`src/rtl/pcht_pkg.sv`:
```
package pcht_pkg;

   // coordinate, chord endpoint, multiplier, accumulator and other datapath widths
   localparam int CW  = 24;
   localparam int HWW = 23;
   localparam int QW  = 25;
   localparam int PW  = 26;
   localparam int DXW = 33;
   localparam int TWW = 18;
   localparam int MW  = 34;
   localparam int AW  = 66;
   localparam int DW  = 64;
   localparam int DVW = 32;
   localparam int LW  = 27;
   localparam int SW  = 16;
   localparam int TW  = 17;
   localparam int CNTW = 16;

   localparam int ROUND_SHIFT = 32;
   localparam int TAN_SHIFT   = 9;
   localparam int LEN_SHIFT   = 9;

   localparam logic signed [MW-1:0] WEIGHT_ONE = 34'sh1_0000_0000;
   localparam logic [DW-1:0]        T_ONE      = 64'd65536;

   typedef enum logic [1:0] {
      KIND_CLEAR,
      KIND_LINE,
      KIND_CURVE,
      KIND_STROKE
   } pcht_kind_type;

   typedef enum logic {
      REG_TEST_X,
      REG_TEST_Y
   } pcht_reg_type;

   typedef enum logic {
      DS_DIV,
      DS_SQRT
   } pcht_ds_op_type;

   typedef struct packed {
      logic           start;
      pcht_ds_op_type op;
   } pcht_ds_req_type;

   typedef enum logic [1:0] {
      DOT_BEZ_X,
      DOT_BEZ_Y,
      DOT_TAN_X,
      DOT_TAN_Y
   } pcht_dot_type;

   typedef enum logic [5:0] {
      ST_IDLE,
      ST_CHK,
      ST_L1, ST_L2, ST_L3, ST_L4, ST_L5,
      ST_NSTEP, ST_NDIV, ST_NWAIT,
      ST_W1, ST_W2, ST_W3, ST_W4,
      ST_D0, ST_D1, ST_D2, ST_D3,
      ST_QX, ST_QY,
      ST_PCH, ST_PNEXT, ST_PFIN,
      ST_TX, ST_TY,
      ST_N1, ST_N2, ST_N3, ST_N4, ST_N5,
      ST_O1, ST_O2, ST_O3, ST_O4, ST_O5, ST_O6,
      ST_FCA, ST_FCB, ST_FNEXT, ST_FFA, ST_FFB,
      ST_CH1, ST_CH2, ST_CH3,
      ST_DONE
   } pcht_state_type;

endpackage

```
`src/rtl/pcht_divsqrt.sv`:
```
// Shared restoring divider / integer square root, one result bit a cycle.
module pcht_divsqrt import pcht_pkg::*; (
   input  logic            clock,
   input  logic            reset,
   input  pcht_ds_req_type req,
   input  logic [DW-1:0]   a,
   input  logic [DVW-1:0]  b,
   output logic            done,
   output logic [DW-1:0]   res
);

   localparam int RW = 36;
   localparam logic [6:0] DIV_STEPS  = 7'd64;
   localparam logic [6:0] SQRT_STEPS = 7'd32;

   logic           busy_ff, busy_in;
   logic           done_ff, done_in;
   pcht_ds_op_type op_ff, op_in;
   logic [6:0]     cnt_ff, cnt_in;
   logic [DW-1:0]  x_ff, x_in;
   logic [RW-1:0]  rem_ff, rem_in;
   logic [DW-1:0]  res_ff, res_in;
   logic [DVW-1:0] div_ff, div_in;

   logic [RW-1:0]  rem_sh;
   logic [RW-1:0]  trial;
   logic [RW:0]    diff;
   logic           ge;

   always_comb begin
      if (op_ff == DS_SQRT) begin
         rem_sh = {rem_ff[RW-3:0], x_ff[DW-1 -: 2]};
         trial  = {res_ff[RW-3:0], 2'b01};
      end else begin
         rem_sh = {rem_ff[RW-2:0], x_ff[DW-1]};
         trial  = RW'(div_ff);
      end
      diff = {1'b0, rem_sh} - {1'b0, trial};
      ge   = ~diff[RW];
   end

   always_comb begin
      busy_in = busy_ff;
      done_in = 1'b0;
      op_in   = op_ff;
      cnt_in  = cnt_ff;
      x_in    = x_ff;
      rem_in  = rem_ff;
      res_in  = res_ff;
      div_in  = div_ff;
      if (req.start) begin
         busy_in = 1'b1;
         op_in   = req.op;
         cnt_in  = (req.op == DS_SQRT) ? SQRT_STEPS : DIV_STEPS;
         x_in    = a;
         rem_in  = '0;
         res_in  = '0;
         div_in  = b;
      end else if (busy_ff) begin
         x_in   = (op_ff == DS_SQRT) ? {x_ff[DW-3:0], 2'b00} : {x_ff[DW-2:0], 1'b0};
         rem_in = ge ? diff[RW-1:0] : rem_sh;
         res_in = {res_ff[DW-2:0], ge};
         cnt_in = cnt_ff - 7'd1;
         if (cnt_ff == 7'd1) begin
            busy_in = 1'b0;
            done_in = 1'b1;
         end
      end
   end

   always_ff @(posedge clock) begin
      if (reset) begin
         busy_ff <= 1'b0;
         done_ff <= 1'b0;
      end else begin
         busy_ff <= busy_in;
         done_ff <= done_in;
      end
      op_ff  <= op_in;
      cnt_ff <= cnt_in;
      x_ff   <= x_in;
      rem_ff <= rem_in;
      res_ff <= res_in;
      div_ff <= div_in;
   end

   assign done = done_ff;
   assign res  = res_ff;

endmodule
```
`config.mk`:
```
export PLATFORM = sky130hd
export DESIGN_NAME = pcht_divsqrt
export DESIGN_NICKNAME = d
export VERILOG_FILES = /design/src/rtl/pcht_pkg.sv /design/src/rtl/pcht_divsqrt.sv
export SDC_FILE = /design/constraint.sdc
export NUM_CORES = 1
export LEC_CHECK = 0
export BUFFER_PORTS_ARGS = -buffer_cell sky130_fd_sc_hd__buf_2
export CAP_MARGIN = 40
export CORE_MARGIN = 1.5
export CORE_UTILIZATION = 50
export CTS_BUF_LIST = sky130_fd_sc_hd__clkbuf_4 sky130_fd_sc_hd__clkbuf_8
export DETAILED_ROUTE_END_ITERATION = 10
export GPL_TIMING_DRIVEN = 0
export PLACE_DENSITY = 0.74
export SETUP_SLACK_MARGIN = 0.2
export SYNTH_ARGS = -nofsm -noshare
export SYNTH_HDL_FRONTEND = slang
export SYNTH_SLANG_ARGS = --single-unit
```
`constraint.sdc`:
```
create_clock -name clock -period 4.35 [get_ports clock]
set_clock_uncertainty 0.1 [all_clocks]
set_input_delay 0 -clock clock [delete_from_list [all_inputs] [get_ports clock]]
set_output_delay 0 -clock clock [all_outputs]
set_load 0.05 [all_outputs]
```
==> flow_metrics.py <==
metrics = {
    "outcome": {
        "status": "finished clean",
    },
    "clocking": {
        "clock_path_buffers": 3,
        "cts_buffers": 38,
        "cts_max_level": 2,
        "cts_tree": "built",
        "clkLatencyLatePin_ps": 530,
        "cts_num_sinks": 205,
        "clkSlewWorstSetupHoldPaths_ps": 60,
        "root_buffer": "clkbuf_8",
    },
    "setup_path": {
        "r2r_slack_ps": 330,
        "endpoint_kind": "flop",
        "start_kind": "flop",
        "reg2reg_depth": 17,
        "r2r-start": "op_ff",
        "required_ps": 4670,
        "critical_path_class": "flop to flop",
        "critPathMaxFanout": 10,
        "worstPathArrival_ps": 4340,
        "reg2reg_to": "rem_ff[30]",
    },
    "die": {
        "die_w_um": 152,
        "die_y_um": 152,
        "rows": 54,
        "start_util": 0.509,
        "die-area_um2": 23000,
        "ios": 165,
        "core_um2": 21800,
    },
    "logic_synthesis": {
        "synth-seq-cells": 205,
        "syn-num-nets": 1224,
        "syn_area_um2": 11100,
        "ys.flop_type": "edfxtp_1",
        "synth_top_cell_by_area": "edfxtp_1",
        "synthCells": 1085,
        "synth-edff-count": 104,
        "synth_area_leaders": "edfxtp_1 28%, dfxtp_1 18%, mux2i_1 16%",
        "ys_seq_area_frac": 0.465,
        "avgSynthCellArea_um2": 10.2,
        "yosysWarnings": 0,
        "ys_async_sr_fraction": 0,
        "synth.distinct_cells": 61,
        "netlist.area_leader.share": 0.282,
    },
    "route": {
        "drtIter0Drc": 475,
        "vias": 9363,
        "totalWireLength_um": 29100,
        "vias_per_cell": 5.48,
        "drc": 0,
        "drt-wirelength-per-cell_um": 17.0,
        "first_pass_iters": 6,
        "ant_nets": 0,
    },
    "placed_design": {
        "gp_congestion": 0.938,
        "place_inst": 1531,
        "portBuffers": 164,
        "dpl_worst_slack_ps": -1200,
        "placed_cell_area_um2": 12300,
        "dpl.hpwl_um": 19100,
    },
    "sta": {
        "setup-violations-final": 0,
        "final_min_period_over_clock_period": 0.924,
        "rsz0062_at_grt": "no",
        "min_period_ps": 4020,
        "finalHoldViolCount": 0,
        "setup_ws_ps": 330,
        "relSlewSlack": 0.422,
        "max_freq_ghz": 0.249,
        "fin_hold_ws_ps": 72.2,
        "worst_slew_pin_slew_ps": 867,
        "finalMaxSlewViolations": 0,
        "fin_setup_tns_ps": 0,
    },
    "global_route": {
        "antenna_found_initial": 1,
        "grt_util_all_layers": 0.246,
        "grt_pass1_vias": 9063,
        "grt_max_degree": 58,
        "overflow": 0,
        "grt_pass1_wl_um": 44900,
    },
    "cells_and_area": {
        "nets": 1538,
        "finish.instance_area_um2": 14300,
        "drive_above_1_share": 0.219,
        "fin_util": 0.656,
        "stdcell_count": 1708,
        "syn_to_final_growth_pct": 28.9,
        "final_cell_mix": "179 x mux2i_1, 171 x buf_2, 138 x nor2_1",
        "final_common_cell": "mux2i_1",
    },
    "pwr": {
        "p_total_mw": 6.26,
        "power_density_nw_per_um2": 438,
        "power.leakage_nw": 6.24,
        "vdd_drop_max_v": 0.000262,
    },
    "worst_hold_path": {
        "hold_path_end": "div_ff[19]",
        "hold_depth": 2,
        "hold_class": "primary input to flop",
        "hp-start": "b[19]",
    },
    "run": {
        "maxCapViolations": 0,
    },
}
[flip-flops by register name, summed over array words and instances, names as in the netlist]
register / flops
done: 1
busy_ff: 1
div_ff: 32
res: 64
op_ff: 1
rem_ff: 35
x_ff: 64
cnt_ff: 7
[cell families (layout without fill, tap and decap cells)]
group | after synthesis | count (layout) | share of synthesized area
adder cells (fa/ha/maj) | 39 | 39 | 0.0448
AO/OA/AOI/OAI | 220 | 220 | 0.128
AND/OR/NAND/NOR | 293 | 293 | 0.110
other | 0 | 1 | 0
flip-flops | 205 | 205 | 0.465
buffers and inverters | 85 | 427 | 0.0316
XOR/XNOR | 29 | 29 | 0.0229
multiplexers | 214 | 214 | 0.197
[how the worst max path moves through the flow]
| stage | startpoint | to | depth (start not counted) |
|---|---|---|---|
| 2_1_floorplan | op_ff | rem_ff[1] | 18 |
| 3_3_place_gp | op_ff | rem_ff[17] | 19 |
| 3_5_place_dp | op_ff | rem_ff[30] | 19 |
| 4_1_cts | op_ff | rem_ff[30] | 17 |
| 5_1_grt | op_ff | rem_ff[30] | 17 |
| 6_report | op_ff | rem_ff[30] | 17 |
[critical path, stage by stage (launching register included)]
cell      delay (ps)
edfxtp_1         340
buf_6            130
clkbuf_2         320
mux2i_1          320
ha_2             230
inv_2             40
fa_2             400
a211oi_1         310
o21bai_1         170
a41oi_2          310
o21ai_2          140
o21ai_4          230
o31ai_4          130
buf_6            170
buf_8            150
nand4_1          100
o31ai_1           90
nor4_1           230
[routing by layer]
metal	wire length [µm]	up-vias	track usage
met1	13000	4431	0.324
met2	13700	292	0.413
met3	1610	65	0.0425
met4	739	0	0.0779
met5	0	-	0
li1	-	4575	-
[synthesized netlist by cell type, types with 6 or more instances]
cell      number
a211oi_1      26
a21o_1        16
a21oi_1       31
a31oi_1        6
buf_1         10
buf_2          7
clkbuf_1      47
dfxtp_1      101
edfxtp_1     104
ha_1          38
inv_1         16
mux2_2        34
mux2i_1      179
nand2_1      102
nand4_1        7
nor2_1       138
nor3_1        12
o21a_1         8
o21ai_0       87
o21ai_1        7
xnor2_1       21
xor2_1         8
[repair_timing]
item	4_1_cts	5_1_grt
hold buffers	99	0
setup endpoints to repair	36	35
gates cloned	1	0
pin swaps	5	11
resized for setup	18	22
hold endpoints to repair	120	0
setup buffers	1	7
[cell type report]
class	instances	area [µm²]
Antenna cell	1	2.50
Buffer	68	369
Clock buffer	59	712
Clock inverter	9	67.6
Fill cell	1691	7490
Inverter	17	63.8
Multi-Input combinational cell	795	5630
Sequential cell	205	5140
Tap cell	280	350
Timing Repair Buffer	274	1920
[where the power goes]
| group | switching (mW) | internal (mW) | leakage, nW | total (mW) |
|---|---|---|---|---|
| Clock | 0.804 | 1.10 | 0.415 | 1.90 |
| Sequential | 0.0951 | 2.22 | 1.87 | 2.31 |
| Combinational | 1.13 | 0.913 | 3.95 | 2.04 |
| Total | 2.03 | 4.23 | 6.24 | 6.26 |
(Power assumes the default switching activity.)
